<file path="src/rtl/stbs_pkg.sv">
// Shared types and constants for the sorted-table binary search unit.
// No dependencies.
`timescale 1ns / 1ps

package stbs_pkg;

  localparam int TABLE_DEPTH = 1024;
  localparam int IDX_W       = $clog2(TABLE_DEPTH);
  localparam int CNT_W       = IDX_W + 1;
  localparam int DATA_W      = 32;

  typedef enum logic {
    FUNC_LOAD   = 1'b0,
    FUNC_SEARCH = 1'b1
  } func_t;

  typedef enum logic [1:0] {
    ST_IDLE,
    ST_START,
    ST_SEARCH,
    ST_FINISH
  } state_t;

  typedef struct packed {
    logic wr_en;        // write request payload into the table
    logic start;        // latch key and bounds
    logic probe_first;  // read midpoint of current bounds
    logic probe_next;   // update bounds from compare, read new midpoint
    logic res_ld;       // capture search outcome
    logic res_hit;
    logic out_set;      // present outcome on the result channel
  } ctrl_cmd_t;

  typedef struct packed {
    logic range_empty;
    logic cmp_eq;
    logic next_empty;
    logic out_busy;
  } dp_status_t;

  // floor((lo + hi_excl - 1) / 2); valid only when lo < hi_excl
  function automatic logic [IDX_W-1:0] calc_mid(input logic [CNT_W-1:0] lo,
                                                 input logic [CNT_W-1:0] hi_excl);
    logic [CNT_W:0] s;
    s = {1'b0, lo} + {1'b0, hi_excl} - (CNT_W+1)'(1);
    return s[IDX_W:1];
  endfunction

endpackage

</file>
<file path="src/rtl/stbs_ctrl.sv">
// Controller state machine for the binary search unit.
// Depends on stbs_pkg.
`timescale 1ns / 1ps

module stbs_ctrl import stbs_pkg::*; (
  input  logic       clk,
  input  logic       rst_n,
  input  logic       in_valid,
  output logic       in_ready,
  input  logic       in_func,
  input  dp_status_t status,
  output ctrl_cmd_t  cmd
);

  state_t state_r, state_nxt;

  always_ff @(posedge clk) begin
    if (!rst_n) begin
      state_r <= ST_IDLE;
    end else begin
      state_r <= state_nxt;
    end
  end

  always_comb begin
    state_nxt = state_r;
    cmd       = '0;
    in_ready  = 1'b0;
    case (state_r)
      ST_IDLE: begin
        in_ready = rst_n;
        if (in_valid && rst_n) begin
          if (in_func == FUNC_SEARCH) begin
            cmd.start = 1'b1;
            state_nxt = ST_START;
          end else begin
            cmd.wr_en = 1'b1;
          end
        end
      end
      ST_START: begin
        if (status.range_empty) begin
          cmd.res_ld = 1'b1;
          state_nxt  = ST_FINISH;
        end else begin
          cmd.probe_first = 1'b1;
          state_nxt       = ST_SEARCH;
        end
      end
      ST_SEARCH: begin
        if (status.cmp_eq) begin
          cmd.res_ld  = 1'b1;
          cmd.res_hit = 1'b1;
          state_nxt   = ST_FINISH;
        end else if (status.next_empty) begin
          cmd.res_ld = 1'b1;
          state_nxt  = ST_FINISH;
        end else begin
          cmd.probe_next = 1'b1;
        end
      end
      ST_FINISH: begin
        if (!status.out_busy) begin
          cmd.out_set = 1'b1;
          state_nxt   = ST_IDLE;
        end
      end
      default: begin
        state_nxt = ST_IDLE;
      end
    endcase
  end

endmodule

</file>
<file path="config.mk">
export PLATFORM = sky130hd
export DESIGN_NAME = stbs_ctrl
export DESIGN_NICKNAME = d
export VERILOG_FILES = /design/src/rtl/stbs_pkg.sv /design/src/rtl/stbs_ctrl.sv
export SDC_FILE = /design/constraint.sdc
export NUM_CORES = 1
export LEC_CHECK = 0
export BUFFER_PORTS_ARGS = -buffer_cell sky130_fd_sc_hd__buf_2
export CORE_AREA = 2 2 39 41
export CTS_CLUSTER_DIAMETER = 100
export CTS_CLUSTER_SIZE = 28
export DETAILED_ROUTE_END_ITERATION = 6
export DIE_AREA = 0 0 41 43
export GPL_TIMING_DRIVEN = 0
export SLEW_MARGIN = 20
export SYNTH_ARGS = -nofsm -noshare
export SYNTH_HDL_FRONTEND = slang
export SYNTH_SLANG_ARGS = --single-unit
</file>
<file path="constraint.sdc">
create_clock -name clk -period 3.4 [get_ports clk]
set_input_delay 0.68 -clock clk [delete_from_list [all_inputs] [get_ports clk]]
set_output_delay 0.68 -clock clk [all_outputs]
set_load 0.02 [all_outputs]
</file>
==> metrics.md <==
| Metric | Value |
|---|---|
| Status | `complete, no violations` |
| Post-DP HPWL | `459 um` |
| Fraction of layout cells with a size suffix above 1 | `47.9%` |
| DIE AREA | `1760 um2` |
| R2r endpoint | `state_r[1]` |
| CP Launch Point | `state_r[0]` |
| Router iterations before antenna repair | `4` |
| Hold crit path type | `flip-flop to flip-flop` |
| Row cnt | `14` |
| Count of final setup violators | `0` |
| CP max-delay cell | `dfxtp_1` |
| Gr usage total | `7.91%` |
| Count of cell types in the netlist | `17` |
| Fill cells | `147` |
| Total congestion overflow | `0` |
| Post-synth top flop | `dfxtp_1` |
| M3 GR Usage | `0%` |
| Nature of the critical path endpoint | `output pin` |
| Core area | `1380 um2` |
| Dominant cells by area after synthesis | `ha_1 23%, dfxtp_1 15%, a221oi_4 9.7%, mux2i_1 7.4%, nand2_1 6.9%` |
| Syn_nets | `43` |
| First-pass GRT wire length | `952 um` |
| CTS tree | `done` |
| Met2 usage | `13.4%` |
| Synth cell count leaders | `5 x ha_1, 5 x nand2_1` |
| Setup Crit Path Kind | `flip-flop to output pin` |
| Clock-pin slew on the worst setup and hold paths | `0.03 ns` |
| Vias/cell | `4.11` |
| Most flop-heavy register | `state_r` |
| Vias in the first global route | `274` |
| EDFF count, synth | `0` |
| Post-synthesis cell area | `272 um2` |
| Sink Count | `2` |
| Fmax | `0.462 GHz` |
| Worst rel slew slack | `83.7%` |
| Nets | `63` |
| CTS root buf | `clkbuf_4` |
| VDD IR max | `0.197 mV` |
| Hold Path End | `state_r[1]` |
| Ports | `16` |
| Port bufs | `15` |
| Syn avg cell area | `9.05 um2` |
| Largest net degree at the start of global routing | `7` |
| # diodes | `0` |
| Synth top area share | `23.0%` |
| Worst setup SP type | `flip-flop` |
| Syn. warnings | `0` |
| Layout area overhead | `43.3%` |
| Initial Util | `19.6%` |
| Final ANT Viol Nets | `0` |
| CTS Hold Bufs | `0` |
| WP data arrival | `1.49 ns` |
| Cells along the critical path | `inv_1, ha_1, and2_1, and3_1, buf_2` |
| Via count of the routed design | `263` |
| Total Power | `0.257 mW` |
| Pwr dens | `661 nW/um2` |
| Worst path max stage delay | `0.42 ns` |
| GRT Max-Usage Layer | `met2` |
| Worst skew pair latency | `0.22 ns` |
| Wire length per cell | `8.30 um` |
| Largest registers | `state_r x2` |
| R2r startpoint | `state_r[0]` |
| Clock skew | `0.00166 ns` |
| Worst Hold Slack | `0.521 ns` |
| Routability cong. | `0.750` |
| DRC Markers | `0` |
| WL final | `531 um` |
| Final hold violations | `0` |
| P_leak | `0.206 nW` |
| Max Cap Viol | `0` |
| GR Util met1 | `7.64%` |
| CTS Buf Count | `3` |
| Min cycle time layout | `2.17 ns` |
| Max H-tree Level | `1` |
| Cell taking the most area after synthesis | `ha_1` |
| CP max FO | `6` |
| Die Ht | `43 um` |
| Fin crit share | `63.7%` |
| Tightest Pin Transition | `0.245 ns` |
| Initial antenna violation count | `0` |
| Syn Inst Count | `30` |
| Fin Setup TNS | `0 ns` |
| CP required | `2.72 ns` |
| Reg2reg path depth | `5` |
| WHS Path Cells | `2` |
| Post-CTS sizing | `0` |
| R2r setup slk | `1.96 ns` |
| Post-CTS Setup Inserts | `0` |
| Final max-slew violation count | `0` |
| Seq cells post-synth | `2` |
| Sequential area share after synthesis | `14.7%` |
| Largest register FFs | `2` |
| Chip Width | `41 um` |
| Async S/R FF share, synth | `0%` |
| Hold path start | `state_r[1]` |
| Drt first-iter violations | `3` |
| RSZ-0062 raised after global routing | `false` |
| CTS max path bufs | `2` |
-- per-stage QoR --
stage	utilization, %	std cells	area [um2]	setup slack [ns]
floorplan	-	30	272	1.42
global placement	26.5	61	367	1.42
detailed placement	26.5	61	367	1.43
CTS	28.1	64	389	1.21
global route	28.1	64	389	1.09
finish	28.1	64	389	1.23
-- power by group --
group | internal (mW) | switching, mW | total, mW | leakage [nW]
clock | 0.0389 | 0.0127 | 0.0516 | 0.0138
sequential | 0.0339 | 0.0145 | 0.0484 | 0.0165
combinational | 0.0760 | 0.0811 | 0.157 | 0.176
total | 0.149 | 0.108 | 0.257 | 0.206
-- worst max-delay path by stage --
stage / end / slack (ns) / cells after the start
after floorplan: cmd[6] / 1.42 / 3
after global placement: cmd[5] / 1.42 / 4
after detailed placement: cmd[5] / 1.43 / 4
after CTS: cmd[5] / 1.21 / 5
after global routing: cmd[2] / 1.09 / 4
final: cmd[5] / 1.23 / 5
-- cell families after synthesis --
logic type	Yosys count	synth area share [%]
AOI/OAI and AO/OA	4	17.1
adders and majority gates	5	23.0
buffers and inverters	2	2.77
DFF	2	14.7
muxes	2	7.37
and+or+nand+nor	15	35.0
-- worst max-delay path: cells and delay by family, from the launching register on --
kind / cells / cell delay, ns
simple gates: 2 / 0.34
fa+ha+maj: 1 / 0.25
flops: 1 / 0.42
buf+inv: 2 / 0.26
-- layout make-up --
class	instances	area [um2]	area share [%]
clock buffer	3	22.5	5.79
inverter	2	7.51	1.93
multi-input combinational	26	224	57.6
sequential	2	40.0	10.3
tap	16	20.0	5.14
timing repair buffer	15	75.1	19.3
-- per-layer routing --
metal | up-vias | routed length [um]
met5 | - | 0
met4 | 0 | 0
met3 | 0 | 9
met2 | 3 | 326
met1 | 120 | 195
li1 | 140 | -
-- placed cells by master, fill, tap and decap left out --
master,synthesis,routed
a21boi_0,1,1
and3_1,1,1
a221oi_4,1,1
o31ai_1,1,1
nand2_1,5,5
inv_1,2,2
nor2_1,1,1
o21ai_0,1,1
nand2_2,1,1
nor2b_1,2,2
and3_2,1,1
nor3b_4,1,1
ha_1,5,5
dfxtp_1,2,2
and2b_2,1,1
buf_2,0,15
clkbuf_4,0,3
mux2i_1,2,2
and2_1,2,2
(Power assumes the default switching activity.)
